--- src/design/ukat_pkg.sv ---
package ukat_pkg;

  // Table geometry.
  localparam int TABLE_DEPTH = 64;
  localparam int KEY_WIDTH   = 32;
  localparam int IDX_W       = 6;
  localparam int CNT_W       = 7;
  localparam int CFG_W       = 7;
  localparam int FUNC_W      = 3;
  localparam int STAT_W      = 3;

  // Operation codes.
  localparam logic [FUNC_W-1:0] FN_APPEND = 3'd0;
  localparam logic [FUNC_W-1:0] FN_DELETE = 3'd1;
  localparam logic [FUNC_W-1:0] FN_INSERT = 3'd2;
  localparam logic [FUNC_W-1:0] FN_SEARCH = 3'd3;
  localparam logic [FUNC_W-1:0] FN_UPDATE = 3'd4;
  localparam logic [FUNC_W-1:0] FN_READ   = 3'd5;

  // Result status codes.
  localparam logic [STAT_W-1:0] ST_OK       = 3'd0;
  localparam logic [STAT_W-1:0] ST_FULL     = 3'd1;
  localparam logic [STAT_W-1:0] ST_DUP      = 3'd2;
  localparam logic [STAT_W-1:0] ST_BADIDX   = 3'd3;
  localparam logic [STAT_W-1:0] ST_NOTFOUND = 3'd4;
  localparam logic [STAT_W-1:0] ST_ZERO     = 3'd5;

  // Commands from the controller to the datapath.
  typedef struct packed {
    logic load;   // capture the request fields
    logic cmp;    // compare the key against every occupied cell
    logic find;   // encode the match vector into an index
    logic exec;   // apply the operation and load the result register
  } ukat_cmd_t;

endpackage

--- src/design/ukat_ctrl.sv ---
module ukat_ctrl
  import ukat_pkg::*;
(
  input  logic      clk,
  input  logic      rst,
  input  logic      in_valid,
  output logic      in_ready,
  output logic      out_valid,
  input  logic      out_ready,
  output ukat_cmd_t cmd
);

  localparam logic [1:0] S_IDLE = 2'd0;
  localparam logic [1:0] S_CMP  = 2'd1;
  localparam logic [1:0] S_FIND = 2'd2;
  localparam logic [1:0] S_EXEC = 2'd3;

  logic [1:0] state;
  logic [1:0] state_next;
  logic       out_free;

  // The result register is free when empty or being taken this cycle.
  assign out_free = !out_valid || out_ready;
  assign in_ready = (state == S_IDLE);

  // Command decode.
  always_comb begin
    cmd.load = in_valid && in_ready;
    cmd.cmp  = (state == S_CMP);
    cmd.find = (state == S_FIND);
    cmd.exec = (state == S_EXEC) && out_free;
  end

  // Sequencer: capture, compare, encode, execute.
  always_comb begin
    state_next = state;
    case (state)
      S_IDLE: begin
        if (in_valid) state_next = S_CMP;
      end
      S_CMP: begin
        state_next = S_FIND;
      end
      S_FIND: begin
        state_next = S_EXEC;
      end
      S_EXEC: begin
        if (out_free) state_next = S_IDLE;
      end
      default: begin
        state_next = S_IDLE;
      end
    endcase
  end

  always_ff @(posedge clk) begin
    if (rst) begin
      state     <= S_IDLE;
      out_valid <= 1'b0;
    end else begin
      state <= state_next;
      if (cmd.exec) begin
        out_valid <= 1'b1;
      end else if (out_ready) begin
        out_valid <= 1'b0;
      end
    end
  end

  // An accepted transaction always moves on to the compare step.
  a_load_to_cmp: assert property (@(posedge clk) disable iff (rst)
    cmd.load |=> state == S_CMP)
    else $error("accepted transaction did not start a compare");

  // A result appears only right after an execute step.
  a_out_from_exec: assert property (@(posedge clk) disable iff (rst)
    $rose(out_valid) |-> $past(cmd.exec))
    else $error("result raised without an execute step");

  // Execute never overwrites a result still waiting to be taken.
  a_no_overwrite: assert property (@(posedge clk) disable iff (rst)
    cmd.exec |-> (!out_valid || out_ready))
    else $error("result register overwritten while stalled");

endmodule

--- config.mk ---
export PLATFORM = sky130hd
export DESIGN_NAME = ukat_ctrl
export DESIGN_NICKNAME = d
export VERILOG_FILES = /design/src/design/ukat_pkg.sv /design/src/design/ukat_ctrl.sv
export SDC_FILE = /design/constraint.sdc
export NUM_CORES = 1
export LEC_CHECK = 0
export BUFFER_PORTS_ARGS = -buffer_cell sky130_fd_sc_hd__clkbuf_2
export CAP_MARGIN = 0
export CORE_AREA = 2 2 39 41
export CTS_BUF_LIST = sky130_fd_sc_hd__clkbuf_16
export CTS_CLUSTER_DIAMETER = 120
export CTS_CLUSTER_SIZE = 10
export DETAILED_ROUTE_END_ITERATION = 8
export DIE_AREA = 0 0 41 43
export GPL_ROUTABILITY_DRIVEN = 0
export SETUP_SLACK_MARGIN = 0.3
export SLEW_MARGIN = 20
export SYNTH_ARGS = -nofsm -noshare
export SYNTH_HDL_FRONTEND = slang
export SYNTH_SLANG_ARGS = --single-unit
--- constraint.sdc ---
create_clock -name clk -period 1.19 [get_ports clk]
set_clock_uncertainty 0.05 [all_clocks]
set_input_delay 0.119 -clock clk [delete_from_list [all_inputs] [get_ports clk]]
set_output_delay 0.119 -clock clk [all_outputs]
set_load 0.01 [all_outputs]
# Word-level counts from Yosys, hierarchy flattened
# Cells that the tools add are included.
# op_classes
n_addsub,0
n_mul,0
div_mod_pow,0
n_lt_le_gt_ge,0
eq_ne,5
n_shift,0
muxes,5
n_bitwise,0
n_reduce_logical,7
# op_table
cell,n
$pmux W2 S4,1
$eq A2 B2 Y1 const B,2
$mux W2,2
$ne A2 B2 Y1 const B,2
$eq A2 B1 Y1 const B,1
$logic_and A1 B1 Y1,2
$logic_not A2 Y1,1
$mux W1,2
$reduce_and A2 Y1,1
$reduce_bool A2 Y1,1
$logic_not A1 Y1,1
$logic_or A1 B1 Y1,1
# totals
ff_bits,3
latchBits,0
ramBits,0
romBits,0
inputBits,4
out_inout_bits,6
wordCells,19
n_memories,0

# Longest topological paths before layout
# Gate-level depths: netlist of the first run.
# depth
word_depth,4
ltp_mapped,5

# Worst setup path before layout of the first run
# Ideal clock, no wire load.
# synth_path
kind,register to register
startpoint,register state[0]
endpoint,register state[1]
setup_ns,0.115
arrival_time_ns,1.119
slack_ns,-0.094
path_stages_with_launch,6
path_buffers,0
period_less_slack_ns,1.284
path_cell_list,dfxtp_1 inv_1 ha_1 nor2b_1 o21a_1 o21a_1
# synth_via
elab_chain_len,3
word_cells_on_any_way,8
cone_classes,eq/ne (5); mux (1); reduce/logical (2)
# synth_rtl
item,line,rtl
start: declaration,ukat_ctrl.sv:18,logic [1:0] state;
start signal: assignment,ukat_ctrl.sv:61,state <= state_next;
$logic_not A2 Y1 *,-,
net in_ready,ukat_ctrl.sv:7,"output logic in_ready,"
$ne A2 B2 Y1 (no source line),-,
$reduce_and A2 Y1 (no source line),-,
# The timed path passes the listed nets; every way through them passes the cells marked *.
# A chain may end at the register's enable or synchronous reset.

==> flow_summary.ini, run 1 <==
[run_status]
status = complete, but fails checks
failed_checks = negative setup slack

[clocking]
cts_tree = done
clockBufferDepth = 2
clk_pin_slew_ns = 0.03
clock-sinks = 3
cts_buffers = 3
htree_levels = 1
worstSkewPairLatency_ns = 0.22
root_buffer = clkbuf_16

[sta]
setup_viol = 3
rsz0062_at_grt = true
setup_ws_ns = -0.04629
hold_ws_ns = 0.01493
fin_setup_tns_ns = -0.07444
min_period_ns = 1.236
tightest_slew_ns = 0.1619
clock.fmax_ghz = 0.8089
finalHoldViolCount = 0
period_share_pct = 103.9
finalMaxSlewViolations = 0
slew_headroom_pct = 89.18

[die]
num_rows = 14
dieArea_mm2 = 0.001763
initial_core_util_pct = 14.92
ios = 10
die_y_um = 43
die_width_um = 41
core_area_mm2 = 0.001384

[yosys]
synth_area_um2 = 206.4
yosys_warnings = 0
syn_avg_cell_area_um2 = 9.384
ys_seq_elements = 3
yosysSeqAreaShare_pct = 29.09
synthCells = 22
synth_fp_nets = 30
synth.distinct_cells = 12

[route]
ant_nets = 0
wl_um = 470
viasPerCell = 3.702
first_pass_iters = 1
routedWlPerCell_um = 8.246
drtIter0Drc = 0
num_vias = 211
drc = 0

[min_path]
hp-class = in2reg

[setup_path]
path_class = reg2out
critPathLaunchType = flip-flop
worstPathBufferInverterCount = 2
cp_data_arrival_time_ns = 1.07
crit_path_frequent_cell = buf_6
cp.required_ns = 1.02
crit_slowest_cell = dfxtp_4
crit_family = flip-flops
crit_fanout = 4
endpoint_kind = primary output
path_cells = ha_4 > buf_6 > nor2b_4 > buf_6
cpPeakStageDelay_ns = 0.36

[cells_and_area]
drive_gt1_share_pct = 75.61
fin_nets = 50
layout-area-overhead-vs-synth_pct = 135.8
num_antenna_cells = 0
final_core_util_pct = 35.17

[global_route]
grt_pass1_wl_um = 786
grt_use_total_pct = 6.426
grt_max_degree = 5
grt_pass1_vias = 216
grt_overflow = 0
antenna_found_initial = 0

[pwr]
leakage_nw = 0.2309
cellPowerDensity_mw_per_mm2 = 2883
vdd_drop_max_v = 0.001249

[placed_design]
dpl.hpwl_um = 342.4
portBuffers = 9

[job]
drv_cap = 0
kinds of logic (layout without fill, tap and decap cells):
kind of cell               count (synthesis)  count (layout)  share of synthesized area, %
DFF                                        3               3                         29.09
and+or+nand+nor                            8               8                         26.67
AOI/OAI and AO/OA                          4               4                         14.54
buffers and inverters                      3              22                         5.454
adders and majority gates                  4               4                         24.24
cells in the mapped netlist:
cell     n  share of area [%]
o21ai_1  1                2.4
nor2_1   2                3.6
and3b_4  1                6.1
nor3b_1  1                3.6
o311a_1  1                4.8
inv_1    3                5.5
and2_1   1                3.0
ha_1     4                 24
nor2b_1  2                6.1
dfxtp_1  3                 29
and2b_2  1                4.2
o21a_1   2                7.3
registers in the layout, indices dropped and copies added (netlist names):
name and count:
out_valid 1, state 2
where the power goes:
part / internal, mW / switching (mW) / total [mW]
clock network: 0.433 / 0.0853 / 0.518
registers: 0.160 / 0.0636 / 0.224
logic: 0.426 / 0.235 / 0.661
placed cells by master (no fill, tap or decap):
cell type,instances
and2_4,1
o311a_1,1
buf_4,4
o21ai_1,1
ha_4,2
clkbuf_16,3
o21a_1,2
buf_2,1
inv_4,2
nor2b_4,2
nor3b_1,1
buf_6,6
inv_1,2
nor2_1,2
clkbuf_2,4
dfxtp_4,2
dfxtp_2,1
and3b_4,1
ha_2,1
ha_1,1
and2b_2,1
metal layers:
metal | part of all wire, % | GRT usage (%) | vias up
met3 | 5.3 | 3.141 | 0
li1 | - | - | 110
met4 | 0 | 2.000 | 0
met5 | 0 | 0 | -
met2 | 53 | 9.688 | 4
met1 | 41 | 7.717 | 97
area by class of cell:
class / instances / area (µm²)
fillers: 154 / 897.1
multi-input cells: 16 / 180.2
repair buffers: 15 / 122.6
clock buffers: 3 / 75.07
flip-flops and latches: 3 / 68.82
well taps: 16 / 20.02
inverters: 3 / 16.27
clock inverters: 1 / 3.754
final timing paths:
path,slack [ns],end,cells past startpoint,from
min reg2reg,0.57,state[1]$_SDFFE_PP0P_,2,state[1]$_SDFFE_PP0P_
max reg2reg,0,state[1]$_SDFFE_PP0P_,4,state[1]$_SDFFE_PP0P_
min,0.01,out_valid$_SDFFE_PP0P_,2,rst
max,-0.05,cmd[0],4,state[1]$_SDFFE_PP0P_
what timing repair did:
action	CTS	global route
buffers inserted	1	4
setup endpoints to repair	8	9
cloned	0	0
hold buffers	0	0
pin swaps	1	2
gates resized for setup	4	16
hold endpoints to repair	0	0
per-stage QoR:
| step | instances | cell area [µm²] | total power, mW | worst slack, ns |
|---|---|---|---|---|
| 2_1_floorplan | 22 | 234.0 | 0.4893 | 0.03258 |
| 3_3_place_gp | 48 | 306.5 | 0.6019 | 0.01054 |
| 3_5_place_dp | 48 | 306.5 | 0.6080 | 0.004651 |
| 4_1_cts | 53 | 414.1 | 1.173 | -0.04770 |
| 5_1_grt | 57 | 486.7 | 1.493 | -0.06865 |
| 6_report | 57 | 486.7 | 1.403 | -0.04629 |
Power figures use the tool's default switching activity.
==> inputs of run 2 (changes only) <==
--- a/config.mk
+++ b/config.mk
@@ -15,6 +15,7 @@
 export DIE_AREA = 0 0 41 43
 export GPL_ROUTABILITY_DRIVEN = 0
 export SETUP_SLACK_MARGIN = 0.3
+export SKIP_LAST_GASP = 1
 export SLEW_MARGIN = 20
 export SYNTH_ARGS = -nofsm -noshare
 export SYNTH_HDL_FRONTEND = slang
==> run 2 against run 1 <==
Against the previous run:
- the run still ends with negative setup slack left
- cell count did not move
- count of clock-buffer cells in the layout did not move
- core utilization did not move
- total power barely moved
- largest cell class unchanged
- largest power group unchanged
- highest routed layer unchanged
==> flow_summary.ini, run 2 (synthesized netlist as in run 1, its figures left out) <==
[die]
die_width_um = 41
ios = 10
die_y_um = 43
initial_core_util_pct = 14.92
core_area_mm2 = 0.001384
dieArea_mm2 = 0.001763
num_rows = 14

[global_route]
grt_pass1_vias = 216
grt_max_degree = 5
grt_use_total_pct = 6.426
grt_overflow = 0
grt_pass1_wl_um = 786
antenna_found_initial = 0

[setup_path]
regToRegEndpoint = state[1]$_SDFFE_PP0P_
critPathLaunchType = flip-flop
cpPeakStageDelay_ns = 0.36
r2r_start = state[1]$_SDFFE_PP0P_
crit_path_frequent_cell = buf_6
path_cells = ha_4 > buf_6 > nor2b_4 > buf_6
endpoint_kind = primary output
cp.required_ns = 1.02
path_class = reg2out
crit_fanout = 4
cp_data_arrival_time_ns = 1.07
crit_slowest_cell = dfxtp_4
r2r_setup_slack_ns = 0
ff2ff_path_depth = 4

[min_path]
hp-class = in2reg
min_path_cells = 2
holdPathEnd = out_valid$_SDFFE_PP0P_
min_from = rst

[clocking]
postCtsHoldBufs = 0
htree_levels = 1
cts_tree = done
cts_buffers = 3
root_buffer = clkbuf_16
clock-sinks = 3
clockBufferDepth = 2
clk_pin_slew_ns = 0.03
worstSkewPairLatency_ns = 0.22

[sta]
clock.fmax_ghz = 0.8089
min_period_ns = 1.236
hold_ws_ns = 0.01493
tightest_slew_ns = 0.1619
period_share_pct = 103.9
finalMaxSlewViolations = 0
setup_viol = 3
setup_ws_ns = -0.04629
finalHoldViolCount = 0
rsz0062_at_grt = true
slew_headroom_pct = 89.18

[route]
ant_nets = 0
first_pass_iters = 1
viasPerCell = 3.702
wl_um = 471
routedWlPerCell_um = 8.263
drtIter0Drc = 0
num_vias = 211
drc = 0

[run_status]
status = complete, but fails checks
failed_checks = negative setup slack

[cells_and_area]
fin_nets = 50
drive_gt1_share_pct = 75.61
largest_reg_flops = 2
fill_cells = 154
fin_area_um2 = 486.7
top_register = state
layout-area-overhead-vs-synth_pct = 135.8
num_antenna_cells = 0
finalNonFillerCells = 57
final_cell_mix = buf_6, clkbuf_2, buf_4, clkbuf_16
reg_top3 = state: 2 flops, out_valid: 1 flops
final_common_cell = buf_6

[pwr]
cellPowerDensity_mw_per_mm2 = 2885
finalPower_mw = 1.404
vdd_drop_max_v = 0.001250
leakage_nw = 0.2301

[placed_design]
portBuffers = 9
dpl.hpwl_um = 342.4
dpl_worst_slack_ns = 0.004651
placed_area_um2 = 306.5
placed_cells = 48

[job]
drv_cap = 0
run 2: changes by cell type in the layout (fill, tap and decap cells not counted):
cell / before / now
buf_2: 1 / 0
clkbuf_2: 4 / 5
run 2: layout make-up:
type / instances / area (µm²) / area share, %
inverter: 3 / 16.27 / 3.342
timing repair buffer: 15 / 122.6 / 25.19
clock inverter: 1 / 3.754 / 0.7712
clock buffer: 3 / 75.07 / 15.42
tap: 16 / 20.02 / 4.113
sequential: 3 / 68.82 / 14.14
multi-input combinational: 16 / 180.2 / 37.02
run 2: stage by stage:
stage                     util, %  setup TNS, ns
final                       35.17       -0.07444
after global routing        35.17        -0.2401
after CTS                   29.93       -0.08854
after detailed placement    22.15              0
after global placement      22.15              0
after floorplan                 -              0
run 2: how the worst max path moves through the flow:
stage                     cells after the start                  start  slack [ns]                     to
final                                         4  state[1]$_SDFFE_PP0P_       -0.05                 cmd[0]
after global placement                        4  state[1]$_SDFFE_PP0P_        0.01  state[1]$_SDFFE_PP0P_
after CTS                                     4  state[1]$_SDFFE_PP0P_       -0.05                 cmd[0]
after floorplan                               4  state[0]$_SDFFE_PP0P_        0.03  state[1]$_SDFFE_PP0P_
after global routing                          4  state[1]$_SDFFE_PP0P_       -0.07                 cmd[0]
after detailed placement                      4  state[1]$_SDFFE_PP0P_       0.005  state[1]$_SDFFE_PP0P_
run 2: worst max-delay path, delay by kind of cell, from the launching register on:
family | cells | cell delay, ns
AND/OR/NAND/NOR | 1 | 0.11
flip-flops | 1 | 0.36
adder cells (fa/ha/maj) | 1 | 0.16
buffers and inverters | 2 | 0.22
run 2: timing repair:
action,in CTS,in global routing
pin swaps,1,2
resized for setup,4,15
gates cloned,0,0
endpoints found under the setup margin,8,9
setup buffers,1,4
run 2: routing by layer:
metal / share of wire (%) / global-route usage [%] / vias up
li1: - / - / 110
met1: 42 / 7.717 / 97
met2: 53 / 9.688 / 4
met3: 5.3 / 3.141 / 0
met4: 0 / 2.000 / 0
met5: 0 / 0 / -
run 2: where the power goes:
| part | switching [mW] | internal (mW) |
|---|---|---|
| combinational | 0.236 | 0.426 |
| sequential | 0.0636 | 0.160 |
| clock | 0.0853 | 0.433 |
| total | 0.385 | 1.02 |
==> inputs of run 3 (changes only) <==
==> constraint.sdc (replaced) <==
create_clock -name clk -period 1.2 [get_ports clk]
set_clock_uncertainty 0.05 [all_clocks]
set_input_delay 0.12 -clock clk [delete_from_list [all_inputs] [get_ports clk]]
set_output_delay 0.12 -clock clk [all_outputs]
set_load 0.01 [all_outputs]
==> run 3 against run 2 <==
Against the previous run:
- worst hold slack improved by 0.0079 ns
- the flow still finishes with violations (negative setup slack)
- largest power group is now clock
- highest routed layer unchanged
- sequential cell count unchanged
- non-clock buffer count decreased by 5
- cell area decreased by 21%
==> flow_summary.ini, run 3 (synthesized netlist as in run 1, its figures left out) <==
[die]
ios = 10
core_area_mm2 = 0.001384
dieArea_mm2 = 0.001763
num_rows = 14
initial_core_util_pct = 14.92
die_width_um = 41
die_y_um = 43

[setup_path]
crit_family = compound AO/OA/AOI/OAI gates
cpPeakStageDelay_ns = 0.32
worstPathBufferInverterCount = 0
ff2ff_path_depth = 4
path_cells = ha_2 > and3b_4 > o21a_1 > o21a_1
path_class = reg2reg
critPathLaunchType = flip-flop
crit_slowest_cell = dfxtp_2
cp_data_arrival_time_ns = 1.26
crit_fanout = 4
cp.depth = 4
endpoint_kind = flip-flop
cp.required_ns = 1.26
crit_path_frequent_cell = o21a_1

[clocking]
cts_tree = done
clockBufferDepth = 2
postCtsHoldBufs = 0
clock-sinks = 3
htree_levels = 1
cts_buffers = 3
clk_pin_slew_ns = 0.03
root_buffer = clkbuf_16
worstSkewPairLatency_ns = 0.22

[cells_and_area]
top_register = state
num_antenna_cells = 0
final_common_cell = clkbuf_2
reg_top3 = state: 2 flops, out_valid: 1 flops
final_cell_mix = clkbuf_2, clkbuf_16
fin_nets = 45
largest_reg_flops = 2
drive_gt1_share_pct = 61.11
layout-area-overhead-vs-synth_pct = 85.45
final_core_util_pct = 27.67

[sta]
slew_headroom_pct = 89.51
rsz0062_at_grt = true
clock.fmax_ghz = 0.8327
finalHoldViolCount = 0
setup_viol = 1
finalMaxSlewViolations = 0
setup_ws_ns = -0.0008775
tightest_slew_ns = 0.1571
period_share_pct = 100.1
min_period_ns = 1.201

[route]
wl_um = 432
viasPerCell = 3.596
routedWlPerCell_um = 8.308
drc = 0
drtIter0Drc = 2
num_vias = 187
first_pass_iters = 4
ant_nets = 0

[min_path]
min_path_cells = 2
hp-class = in2reg

[pwr]
vdd_drop_max_v = 0.0007009
finalPower_mw = 1.116
cellPowerDensity_mw_per_mm2 = 2916
leakage_nw = 0.1916

[global_route]
grt_pass1_wl_um = 724
grt_pass1_vias = 183
grt_overflow = 0
grt_use_total_pct = 7.014
antenna_found_initial = 0
grt_max_degree = 5

[job]
drv_cap = 0

[run_status]
status = complete, but fails checks
failed_checks = negative setup slack

[placed_design]
dpl.hpwl_um = 331.2
portBuffers = 9
## run 3: power by group
group          total (mW)  switching (mW)  internal [mW]
combinational       0.417           0.192          0.225
sequential          0.179          0.0337          0.145
clock               0.520          0.0906          0.430
## run 3: worst paths after layout
kind / endpoint / slack, ns / start
max: state[1]$_SDFFE_PP0P_ / -0.0009 / state[0]$_SDFFE_PP0P_
min: out_valid$_SDFFE_PP0P_ / 0.02 / rst
max reg2reg: state[1]$_SDFFE_PP0P_ / -0.0009 / state[0]$_SDFFE_PP0P_
min reg2reg: state[0]$_SDFFE_PP0P_ / 0.58 / state[0]$_SDFFE_PP0P_
## run 3: final cells by class
type	instances	area (µm²)
Fill cell	157	1001
Clock buffer	3	75.07
Tap cell	16	20.02
Timing Repair Buffer	10	52.55
Multi-Input combinational cell	16	157.7
Sequential cell	3	62.56
Clock inverter	1	3.754
Inverter	3	11.26
## run 3: repair_timing
action                     CTS  global route
resized for setup            0             2
gates cloned                 0             0
buffers inserted             1             0
setup endpoints to repair    7             7
## run 3: per-stage QoR
stage          instance area (µm²)  hold slack [ns]  worst slack, ns  setup TNS [ns]  cells
2_1_floorplan                231.5           0.1424          0.04244               0     22
3_3_place_gp                 296.5           0.2491         0.006951               0     47
3_5_place_dp                 296.5           0.2554         0.002141               0     47
4_1_cts                      382.9          0.02520        -0.008679        -0.01398     52
5_1_grt                      382.9          0.03035         -0.05094         -0.1442     52
6_report                     382.9          0.02283       -0.0008775      -0.0008775     52
## run 3: layer usage
layer,GRT usage (%),part of all wire [%]
met5,0,0
met1,5.431,39
met2,9.688,50
met4,6.000,0
met3,6.806,11
## run 3: worst reg2reg max path, delay by kind of cell, from the launching register on
kind                     cells  cell delay [ns]
adder cells (fa/ha/maj)      1             0.19
AND/OR/NAND/NOR              1             0.19
AO/OA/AOI/OAI                2             0.34
flip-flops                   1             0.32
